<file path="src/hw/rtl/lepn_pkg.sv">
`timescale 1ns / 1ps
`default_nettype none

package lepn_pkg;

	localparam int SAMPLE_BITS_DEF   = 12;
	localparam int FULL_SCALE_DEF    = 1000;
	localparam int POS_WIDTH         = 11;
	localparam int APB_ADDR_W        = 4;
	localparam int APB_DATA_W        = 32;

	// tolerance is 30 percent of the span, kept as the reduced ratio 3/10
	localparam int TOL_NUM           = 3;
	localparam int TOL_DEN           = 10;
	localparam int TOL_MIN           = 200;
	localparam int REGION_MARGIN     = 300;

	localparam int DIV_BITS_PER_STG  = 4;

	localparam int WHITE_RESET       = 500;
	localparam int BLACK_RESET       = 3500;
	localparam int EDGE_RESET        = 2000;
	localparam int BARCODE_RESET     = 3500;

	typedef enum logic [1:0] {
		REG_WHITE   = 2'd0,
		REG_BLACK   = 2'd1,
		REG_EDGE    = 2'd2,
		REG_BARCODE = 2'd3
	} reg_idx_t;

	typedef enum logic [1:0] {
		REGION_EDGE   = 2'd0,
		REGION_DARK   = 2'd1,
		REGION_LIGHT  = 2'd2,
		REGION_SEARCH = 2'd3
	} region_t;

	// per-item flags that ride alongside the divider
	typedef struct packed {
		logic    below;
		logic    full;
		logic    on_edge;
		region_t region;
		logic    barcode;
	} side_t;

endpackage

`default_nettype wire

</file>
<file path="src/hw/rtl/lepn_div_pipe.sv">
`timescale 1ns / 1ps
`default_nettype none

module lepn_div_pipe import lepn_pkg::*; #(
	parameter int DVS_W     = SAMPLE_BITS_DEF,
	parameter int QUO_W     = 10,
	parameter int PER_STAGE = DIV_BITS_PER_STG
) (
	input  wire                     clk,
	input  wire                     arst_n,
	input  wire                     en,
	input  wire                     in_vld,
	input  wire [DVS_W+QUO_W-1:0]   dividend,
	input  wire [DVS_W-1:0]         divisor,
	input  wire side_t              in_side,
	output logic                    out_vld,
	output logic [QUO_W-1:0]        quotient,
	output side_t                   out_side
);

	localparam int NST = (QUO_W + PER_STAGE - 1) / PER_STAGE;
	localparam int TB  = NST * PER_STAGE;
	localparam int XW  = DVS_W + TB;

	// dividend / 2^QUO_W is below the divisor, so the quotient fits QUO_W bits
	logic [XW-1:0]    dvd_x;
	logic [DVS_W-1:0] rem_s [NST+1];
	logic [TB-1:0]    low_s [NST+1];
	logic [DVS_W-1:0] dvs_s [NST+1];
	side_t            side_s [NST+1];
	logic             vld_s [NST+1];

	assign dvd_x     = XW'(dividend);
	assign rem_s[0]  = dvd_x[XW-1:TB];
	assign low_s[0]  = dvd_x[TB-1:0];
	assign dvs_s[0]  = divisor;
	assign side_s[0] = in_side;
	assign vld_s[0]  = in_vld;

	for (genvar g = 0; g < NST; g++) begin : g_stg
		logic [DVS_W-1:0] rem_nxt;
		logic [TB-1:0]    low_nxt;

		always_comb begin
			logic [DVS_W:0]   t;
			logic [DVS_W-1:0] r;
			logic [TB-1:0]    l;
			r = rem_s[g];
			l = low_s[g];
			t = '0;
			for (int k = 0; k < PER_STAGE; k++) begin
				t = {r, l[TB-1]};
				l = {l[TB-2:0], 1'b0};
				if (t >= {1'b0, dvs_s[g]}) begin
					t    = t - {1'b0, dvs_s[g]};
					l[0] = 1'b1;
				end
				r = t[DVS_W-1:0];
			end
			rem_nxt = r;
			low_nxt = l;
		end

		always_ff @(posedge clk or negedge arst_n) begin
			if (!arst_n) begin
				vld_s[g+1] <= 1'b0;
			end else if (en) begin
				vld_s[g+1] <= vld_s[g];
			end
		end

		always_ff @(posedge clk) begin
			if (en) begin
				rem_s[g+1]  <= rem_nxt;
				low_s[g+1]  <= low_nxt;
				dvs_s[g+1]  <= dvs_s[g];
				side_s[g+1] <= side_s[g];
			end
		end
	end

	assign out_vld  = vld_s[NST];
	assign quotient = low_s[NST][QUO_W-1:0];
	assign out_side = side_s[NST];

endmodule

`default_nettype wire

</file>
<file path="src/hw/rtl/line_edge_position_normalizer.sv">
// stages: decision register, full-scale product, divider stages, output register
// throughput: one transfer per cycle; the divider retires 4 quotient bits per stage
// all stages advance together, held only while the output register waits on out_ready
// reset clears every valid bit and loads the calibration registers with their defaults
`timescale 1ns / 1ps
`default_nettype none

module line_edge_position_normalizer import lepn_pkg::*; #(
	parameter int POSITION_FULL_SCALE = FULL_SCALE_DEF,
	parameter int SAMPLE_BITS         = SAMPLE_BITS_DEF
) (
	input  wire                          clk,
	input  wire                          arst_n,

	input  wire                          in_valid,
	output logic                         in_ready,
	input  wire [SAMPLE_BITS-1:0]        line_sample,
	input  wire [SAMPLE_BITS-1:0]        barcode_sample,

	output logic                         out_valid,
	input  wire                          out_ready,
	output logic signed [POS_WIDTH-1:0]  position,
	output logic                         on_edge,
	output logic [1:0]                   region,
	output logic                         barcode_seen,

	input  wire                          psel,
	input  wire                          penable,
	input  wire                          pwrite,
	input  wire [APB_ADDR_W-1:0]         paddr,
	input  wire [APB_DATA_W-1:0]         pwdata,
	output logic [APB_DATA_W-1:0]        prdata,
	output logic                         pready
);

	localparam int SB  = SAMPLE_BITS;
	localparam int QW  = $clog2(POSITION_FULL_SCALE + 1);
	localparam int PW  = (QW > POS_WIDTH) ? QW : POS_WIDTH;
	localparam int CW  = ((SB > 10) ? SB : 10) + 2;
	localparam int TW  = SB + 5;
	localparam int MW  = SB + QW;

	// calibration registers
	logic [SB-1:0] white_q, black_q, edge_q, barcode_q;
	reg_idx_t      widx;

	assign pready = 1'b1;
	assign widx   = reg_idx_t'(paddr[APB_ADDR_W-1:2]);

	always_ff @(posedge clk or negedge arst_n) begin
		if (!arst_n) begin
			white_q   <= SB'(WHITE_RESET);
			black_q   <= SB'(BLACK_RESET);
			edge_q    <= SB'(EDGE_RESET);
			barcode_q <= SB'(BARCODE_RESET);
		end else if (psel && penable && pwrite) begin
			case (widx)
				REG_WHITE:   white_q   <= pwdata[SB-1:0];
				REG_BLACK:   black_q   <= pwdata[SB-1:0];
				REG_EDGE:    edge_q    <= pwdata[SB-1:0];
				REG_BARCODE: barcode_q <= pwdata[SB-1:0];
				default:     ;
			endcase
		end
	end

	always_comb begin
		case (widx)
			REG_WHITE:   prdata = APB_DATA_W'(white_q);
			REG_BLACK:   prdata = APB_DATA_W'(black_q);
			REG_EDGE:    prdata = APB_DATA_W'(edge_q);
			REG_BARCODE: prdata = APB_DATA_W'(barcode_q);
			default:     prdata = '0;
		endcase
	end

	// whole pipe moves when the output register is free or being drained
	logic adv;
	logic out_valid_q;

	assign adv      = !out_valid_q || out_ready;
	assign in_ready = adv;

	// stage 1: branch select, range, edge, region and barcode decisions
	logic          below;
	logic [SB-1:0] num, diff, span;
	logic [CW-1:0] rng;
	logic          rng_empty, rng_sat;
	logic [TW-1:0] tol_lhs, tol_rhs;
	logic          edge_hit;
	logic [CW-1:0] s_x, thr_x;
	region_t       reg_c;
	side_t         side_c;

	always_comb begin
		s_x   = CW'(line_sample);
		thr_x = CW'(edge_q);
		below = line_sample < edge_q;
		diff  = below ? (edge_q - line_sample) : (line_sample - edge_q);
		num   = diff;
		rng   = below ? (thr_x - CW'(white_q)) : (CW'(black_q) - thr_x);
		// range is zero or negative when its sign bit is set or it is all zero
		rng_empty = rng[CW-1] || (rng == '0);
		rng_sat   = !rng_empty && (CW'(num) >= rng);
		span  = (black_q >= white_q) ? (black_q - white_q) : (white_q - black_q);
		// diff < floor(3*span/10) is the same as 10*(diff+1) <= 3*span
		tol_lhs  = (TW'(diff) + TW'(1)) * TW'(TOL_DEN);
		tol_rhs  = TW'(span) * TW'(TOL_NUM);
		edge_hit = (tol_lhs <= tol_rhs) || (CW'(diff) < CW'(TOL_MIN));
		if (edge_hit)
			reg_c = REGION_EDGE;
		else if (s_x > thr_x + CW'(REGION_MARGIN))
			reg_c = REGION_DARK;
		else if (s_x + CW'(REGION_MARGIN) < thr_x)
			reg_c = REGION_LIGHT;
		else
			reg_c = REGION_SEARCH;
		side_c.below   = below;
		side_c.full    = rng_empty || rng_sat;
		side_c.on_edge = edge_hit;
		side_c.region  = reg_c;
		side_c.barcode = barcode_sample > barcode_q;
	end

	logic          valid_s1, valid_s2;
	logic [SB-1:0] num_s1, dvs_s1, dvs_s2;
	logic [MW-1:0] prod_s2;
	side_t         side_s1, side_s2;

	always_ff @(posedge clk or negedge arst_n) begin
		if (!arst_n) begin
			valid_s1 <= 1'b0;
			valid_s2 <= 1'b0;
		end else if (adv) begin
			valid_s1 <= in_valid;
			valid_s2 <= valid_s1;
		end
	end

	always_ff @(posedge clk) begin
		if (adv) begin
			num_s1  <= num;
			dvs_s1  <= rng[SB-1:0];
			side_s1 <= side_c;
			// stage 2: scale by full scale
			prod_s2 <= MW'(num_s1) * MW'(POSITION_FULL_SCALE);
			dvs_s2  <= dvs_s1;
			side_s2 <= side_s1;
		end
	end

	// stages 3 onward: quotient bits
	logic          div_vld;
	logic [QW-1:0] quo;
	side_t         div_side;

	lepn_div_pipe #(
		.DVS_W     (SB),
		.QUO_W     (QW),
		.PER_STAGE (DIV_BITS_PER_STG)
	) u_div (
		.clk      (clk),
		.arst_n   (arst_n),
		.en       (adv),
		.in_vld   (valid_s2),
		.dividend (prod_s2),
		.divisor  (dvs_s2),
		.in_side  (side_s2),
		.out_vld  (div_vld),
		.quotient (quo),
		.out_side (div_side)
	);

	// output register: saturate, apply sign, fold to the field width
	logic [PW-1:0]        mag;
	logic [PW-1:0]        pos_w;
	logic [POS_WIDTH-1:0] pos_q;
	logic                 on_edge_q, barcode_q_o;
	region_t              region_q;

	assign mag   = div_side.full ? PW'(POSITION_FULL_SCALE) : PW'(quo);
	assign pos_w = div_side.below ? mag : (PW'(0) - mag);

	always_ff @(posedge clk or negedge arst_n) begin
		if (!arst_n) begin
			out_valid_q <= 1'b0;
		end else if (adv) begin
			out_valid_q <= div_vld;
		end
	end

	always_ff @(posedge clk) begin
		if (adv) begin
			pos_q       <= pos_w[POS_WIDTH-1:0];
			on_edge_q   <= div_side.on_edge;
			region_q    <= div_side.region;
			barcode_q_o <= div_side.barcode;
		end
	end

	assign out_valid    = out_valid_q;
	assign position     = $signed(pos_q);
	assign on_edge      = on_edge_q;
	assign region       = region_q;
	assign barcode_seen = barcode_q_o;

endmodule

`default_nettype wire

</file>
<file path="config.mk">
export PLATFORM = sky130hd
export DESIGN_NAME = line_edge_position_normalizer
export DESIGN_NICKNAME = d
export VERILOG_FILES = /design/src/hw/rtl/lepn_pkg.sv /design/src/hw/rtl/lepn_div_pipe.sv /design/src/hw/rtl/line_edge_position_normalizer.sv
export SDC_FILE = /design/constraint.sdc
export NUM_CORES = 1
export LEC_CHECK = 0
export BUFFER_PORTS_ARGS = -buffer_cell sky130_fd_sc_hd__buf_2
export CELL_PAD_IN_SITES_DETAIL_PLACEMENT = 2
export CELL_PAD_IN_SITES_GLOBAL_PLACEMENT = 2
export CORE_ASPECT_RATIO = 0.9
export CORE_MARGIN = 10
export CORE_UTILIZATION = 27
export CTS_CLUSTER_SIZE = 40
export DETAILED_ROUTE_END_ITERATION = 7
export PLACE_DENSITY = 0.58
export SKIP_CTS_REPAIR_TIMING = 1
export SYNTH_ARGS = -nofsm -noshare
export SYNTH_HDL_FRONTEND = slang
export SYNTH_SLANG_ARGS = --single-unit
</file>
<file path="constraint.sdc">
create_clock -name clk -period 8.6 [get_ports clk]
set_input_delay 0.43 -clock clk [delete_from_list [all_inputs] [get_ports clk]]
set_output_delay 0.43 -clock clk [all_outputs]
set_load 0.05 [all_outputs]
</file>
== After elaboration in Yosys (flattened, before gate mapping) ==
Cells that the tools add are included.
Cells by class
  reduce and logical (&&, ||, !) cells: 16
  equality and inequality tests: 3
  multiplexer cells: 31
  magnitude comparators: 20
  multipliers: 3
  add/sub/neg operators: 21
Operators by type and width (number)
  $sub A12 B12 Y12: 14
  $mux W12: 13
  $ge A13 B12 Y1: 11
  $pmux W32 S4: 1
  $add A12 B9 Y13 const B: 2
  $sub A12 B12 Y13: 2
  $mul A12 B7 Y19 const B: 1
  $le A17 B14 Y1: 1
  $mul A13 B3 Y16 const B: 1
  $ge A12 B14 Y1: 1
  $logic_not A14 Y1: 1
  $mul A12 B2 Y14 const B: 1
  $mux W1: 14
  $mux W14: 1
  $add A12 B1 Y13 const B: 1
  $gt A12 B13 Y1: 1
  $lt A13 B12 Y1: 1
  $ge A11 B12 Y1: 1
  $ge A12 B12 Y1: 1
  $gt A12 B12 Y1: 1
  $lt A12 B12 Y1: 1
  $lt A12 B8 Y1 const B: 1
  $sub A11 B12 Y12: 1
  $mux W11: 1
  other kinds (10): 20
Word-level totals
  word-level logic and storage cells: 145
  input port bits: 67
  output and inout port bits: 50
  register bits after elaboration: 230

== Depth between registers and ports, before layout ==
  word-level depth: 8
  gate-level depth with buffers: 49
  mapped depth without buffers: 43

== Hierarchy ==
A second synthesis with hierarchy kept.
Unflattened totals
  cell total of the unflattened synthesis: 2493
  area, all modules: 24273.3 sq um
By module, submodules not included
  line_edge_position_normalizer: times used 1, sequential area each 3771.1 sq um, area each 13201.4 sq um, cells each 1301
  lepn_div_pipe: times used 1, sequential area each 2957.8 sq um, area each 11071.9 sq um, cells each 1192

== Worst setup path before layout ==
Ideal clock, no wire load.
  path kind: register -> register
  start: reg u_div.dvs_s[28] (netlist bit)
  end: reg u_div.rem_s[17] (netlist bit), data pin
  library setup time: 261 ps
  buffers on the path: 6
  required time: 8339 ps
  period minus slack after synthesis: 9557 ps
  data arrival time: 9296 ps
  stages on the path, launching flop included: 48
  path slack: -957 ps
  cell sequence: edfxtp_1 -> inv_1 -> ha_1 -> a21o_1 -> a2111o_1 -> o221ai_1 -> and3_1 -> o31a_1 -> clkbuf_1 -> clkbuf_1 -> nor2_1 -> a21oi_1 -> inv_1 -> ha_1 -> nor2b_1 -> o31a_1 -> o21ai_1 -> nand3_1 -> [12 not listed] -> o221ai_1 -> nor4b_2 -> or2_1 -> buf_2 -> inv_2 -> buf_2 -> a21oi_1 -> ha_1 -> nor2b_1 -> o21ai_0 -> a21oi_1 -> o21ai_0 -> o21ai_0 -> nor4_1 -> o21bai_1 -> a211o_1 -> buf_4 -> a221o_1
Between the ends
  cells in the longest elaborated chain, start to end: 8
  elaborated cells on any way between the ends: 12
  those cells by class: 4 x add/sub; 4 x order compare; 4 x mux
RTL lines
  start, declared: line lepn_div_pipe.sv:29  | logic [DVS_W-1:0] dvs_s [NST+1];
  start signal, assigned by index: line lepn_div_pipe.sv:76  | dvs_s[g+1] <= dvs_s[g];
  $sub A12 B12 Y12 / $ge A13 B12 Y1 (equally long branches): line lepn_div_pipe.sv:55, lepn_div_pipe.sv:54
  $mux W12: line lepn_div_pipe.sv:54  | if (t >= {1'b0, dvs_s[g]}) begin
  $sub A12 B12 Y12 / $ge A13 B12 Y1 (equally long branches): line lepn_div_pipe.sv:55, lepn_div_pipe.sv:54
  $mux W12: line lepn_div_pipe.sv:54
  $ge A13 B12 Y1 / $sub A12 B12 Y12 (equally long branches): line lepn_div_pipe.sv:54, lepn_div_pipe.sv:55
  $mux W12: line lepn_div_pipe.sv:54
  $sub A12 B12 Y12 / $ge A13 B12 Y1 (equally long branches): line lepn_div_pipe.sv:55, lepn_div_pipe.sv:54
  $mux W12 *: line lepn_div_pipe.sv:54
  end signal, assigned by index: line lepn_div_pipe.sv:74  | rem_s[g+1] <= rem_nxt;
  end, declared: line lepn_div_pipe.sv:27  | logic [DVS_W-1:0] rem_s [NST+1];
Mark *: on every way between the ends. The rest lies on a longest branch, timed or not.
A chain may end at the register's enable or synchronous reset.

== Worst setup path in the final report ==
  start: reg u_div.dvs_s[28] (netlist bit)
  end: reg u_div.rem_s[13] (netlist bit), data pin
Same word-level chain as after synthesis.

==> flow_summary.json <==
{
  "worst_ep_required_time_ps": 8940,
  "routability_congestion_estimate_from_global_placement": 0.835,
  "nFillCells": 9437,
  "finalCritPeriodShare_pct": 98.6,
  "yosysWarnings": 0,
  "first_iter_violations": 779,
  "ys_seq_elements": 226,
  "drt-wirelength-per-cell_um": 21.0,
  "rsz_0062_raised_after_global_routing": "true",
  "die-area_um2": 98300,
  "hold_path_class": "input pin to async pin",
  "layout-area-overhead-vs-synth_pct": 28.9,
  "drc": 0,
  "cp_common_cell": "sky130_fd_sc_hd__ha_4",
  "ctsLongestPathBuffers": 3,
  "pin_count_of_the_biggest_net_entering_global_routing": 150,
  "antenna_violations_before_repair": 1,
  "post_synth.cell_area_avg_um2": 9.54,
  "grt_pass1_vias": 22597,
  "fin_worst_skew_ps": 37.4,
  "globalRouteOverflowTotal": 0,
  "cts-root-buf": "sky130_fd_sc_hd__clkbuf_16",
  "fin_util_pct": 35.0,
  "overall_die_width_um": 329,
  "starting_density_of_the_core_pct": 27.1,
  "dr_total_vias": 20198,
  "buf_inv_on_cp": 10,
  "setup_viol": 0,
  "seqCellArea_um2": 6550,
  "grt.total_usage_pct": 16.4,
  "setup_ws_ps": 120,
  "clock_insertion_delay_worst_skew_ps": 600,
  "cts_sinks": 226,
  "post_synth_edffs": 172,
  "dp_slack_ps": -545,
  "worstSetupEndpointType": "register",
  "outcome": "finished, violations left",
  "slew_headroom_pct": 37.3,
  "post_synth_main_area_contributors": "sky130_fd_sc_hd__edfxtp_1 (22%), sky130_fd_sc_hd__ha_1 (19%), sky130_fd_sc_hd__xnor2_1 (5.2%)",
  "netlist_instances": 2438,
  "critical-path-top-delay-family": "compound AO/OA/AOI/OAI gates",
  "route.detailed.vias_per_inst": 4.98,
  "timing.critical_path.arrival_ps": 8820,
  "tightest_slew_ps": 941,
  "synth_common_cells": "sky130_fd_sc_hd__ha_1 (351), sky130_fd_sc_hd__inv_1 (262), sky130_fd_sc_hd__a21oi_1 (179)",
  "distinct_cell_type_count_after_synthesis": 89,
  "largestRegisters": "u_div.dvs_s (24), u_div.rem_s (24), prod_s2 (19)",
  "worst_path_largest_cell_delay_ps": 460,
  "failing_checks": "hold timing",
  "cts_tree": "done",
  "design.final.nets": 3365,
  "routed_wirelength_mm": 85.1,
  "htree_levels": 1,
  "yosysTopAreaCellShare_pct": 22.2,
  "synth_area_um2": 23300,
  "critical_path.startpoint_type": "register",
  "critPathMaxFanout": 8,
  "boundaryPins": 117,
  "timing.final.hold_violations": 4,
  "post-synth-top-count-cell": "sky130_fd_sc_hd__ha_1",
  "design.core.area_um2": 85800,
  "placement.io_buffers": 73,
  "post-route-min-period_ps": 8480,
  "antennaDiodeCount": 0,
  "global_route_wire_length_before_repair_mm": 130,
  "placement_rows": 102,
  "timing.fmax_mhz": 118,
  "ant_nets": 0,
  "drt_pass1_iterations": 5,
  "cp_slowest_cell": "sky130_fd_sc_hd__a222oi_1",
  "fraction_of_final_layout_cells_sized_beyond_drive_strength_1_pct": 28.6,
  "maxCapViolations": 0,
  "asr_flop_ratio_synth_pct": 23.9,
  "dpl.cell_count": 3959,
  "cts_buffers": 29,
  "whs_ps": -35.6,
  "synth.yosys.seq_area_share_pct": 28.1,
  "clk_pin_slew_ps": 70,
  "slew_viol_final": 0,
  "worst-r2r-setup-slack_ps": 120,
  "synth_top_cell_by_area": "sky130_fd_sc_hd__edfxtp_1",
  "yosys_most_used_dff": "sky130_fd_sc_hd__edfxtp_1",
  "multi_input_comb_area_um2": 16500,
  "timing.setup.critical_path_class": "register to register",
  "die_height_um": 299,
  "final-instance-count-excl-fill": 4058,
  "dpl.hpwl_mm": 69.1
}
final timing paths:
path	from	to	depth (start not counted)
worst max-delay path	u_div.dvs_s[28]$_DFFE_PP_	u_div.rem_s[13]$_DFFE_PP_	41
worst min-delay path	arst_n	u_div.vld_s[1]$_DFFE_PN0P_	2
worst max register to register	u_div.dvs_s[28]$_DFFE_PP_	u_div.rem_s[13]$_DFFE_PP_	41
worst min register to register	prod_s2[4]$_DFFE_PP_	u_div.low_s[32]$_DFFE_PP_	0
max in group asynchronous	arst_n	edge_q[1]$_DFFE_PN0P_	2
min in group clk	in_valid	valid_s1$_DFFE_PN0P_	2
final cells by class:
class	instances	area share, %
clock buffers	32	2.46
inverters	266	3.39
repair buffers	462	11.6
well taps	1144	4.77
flip-flops and latches	226	21.8
clock inverters	22	0.818
multi-input cells	1906	55.2
cell families (layout without fill, tap and decap cells):
group | after synthesis | after routing | share of synthesized area (%)
buf+inv | 325 | 782 | 5.69
simple gates | 551 | 551 | 11.9
fa+ha+maj | 407 | 407 | 23.7
xor+xnor | 185 | 185 | 7.03
compound gates | 613 | 613 | 16.8
other cells | 2 | 21 | 0.0323
flops | 226 | 226 | 28.1
mux | 129 | 129 | 6.67
per-layer routing:
layer / part of all wire [%] / vias to the layer above / global-route usage [%]
li1: - / 9697 / -
met1: 46 / 10208 / 21.6
met2: 49 / 192 / 28.7
met3: 1.8 / 101 / 1.39
met4: 2.3 / 0 / 3.91
met5: 0 / - / 0
layout by cell type (no fill, tap or decap), types with 12 or more instances in the layout:
cell / count
sky130_fd_sc_hd__mux2i_1: 28
sky130_fd_sc_hd__nor2_1: 124
sky130_fd_sc_hd__conb_1: 21
sky130_fd_sc_hd__a21oi_2: 26
sky130_fd_sc_hd__o21ai_1: 13
sky130_fd_sc_hd__a21o_1: 68
sky130_fd_sc_hd__o211ai_1: 15
sky130_fd_sc_hd__edfxtp_1: 172
sky130_fd_sc_hd__nand2_1: 132
sky130_fd_sc_hd__mux4_2: 12
sky130_fd_sc_hd__xor2_1: 44
sky130_fd_sc_hd__buf_4: 368
sky130_fd_sc_hd__xnor2_1: 138
sky130_fd_sc_hd__dfstp_2: 26
sky130_fd_sc_hd__fa_1: 54
sky130_fd_sc_hd__o21bai_1: 28
sky130_fd_sc_hd__dfrtp_1: 27
sky130_fd_sc_hd__a221o_1: 17
sky130_fd_sc_hd__clkbuf_16: 32
sky130_fd_sc_hd__nand2b_1: 27
sky130_fd_sc_hd__o21a_1: 26
sky130_fd_sc_hd__ha_4: 25
sky130_fd_sc_hd__or2_2: 15
sky130_fd_sc_hd__nand4_1: 31
sky130_fd_sc_hd__or3_1: 16
sky130_fd_sc_hd__nand3_1: 31
sky130_fd_sc_hd__inv_1: 252
sky130_fd_sc_hd__nor3_1: 39
sky130_fd_sc_hd__buf_2: 74
sky130_fd_sc_hd__o21ai_2: 19
sky130_fd_sc_hd__a31oi_1: 13
sky130_fd_sc_hd__mux2_2: 77
sky130_fd_sc_hd__ha_1: 321
sky130_fd_sc_hd__nor2b_1: 35
sky130_fd_sc_hd__a21oi_1: 152
sky130_fd_sc_hd__o21ai_0: 116
stage by stage:
stage | TNS [ps] | cell area [µm²]
2_1_floorplan | 0 | 23400
6_report | 0 | 30000
3_5_place_dp | -8630 | 27500
4_1_cts | -10580 | 28500
5_1_grt | -4060 | 30000
3_3_place_gp | -3780 | 27500
Power is not shown: default switching activity piles up to over one toggle a cycle in this logic, so the estimate is an artifact.
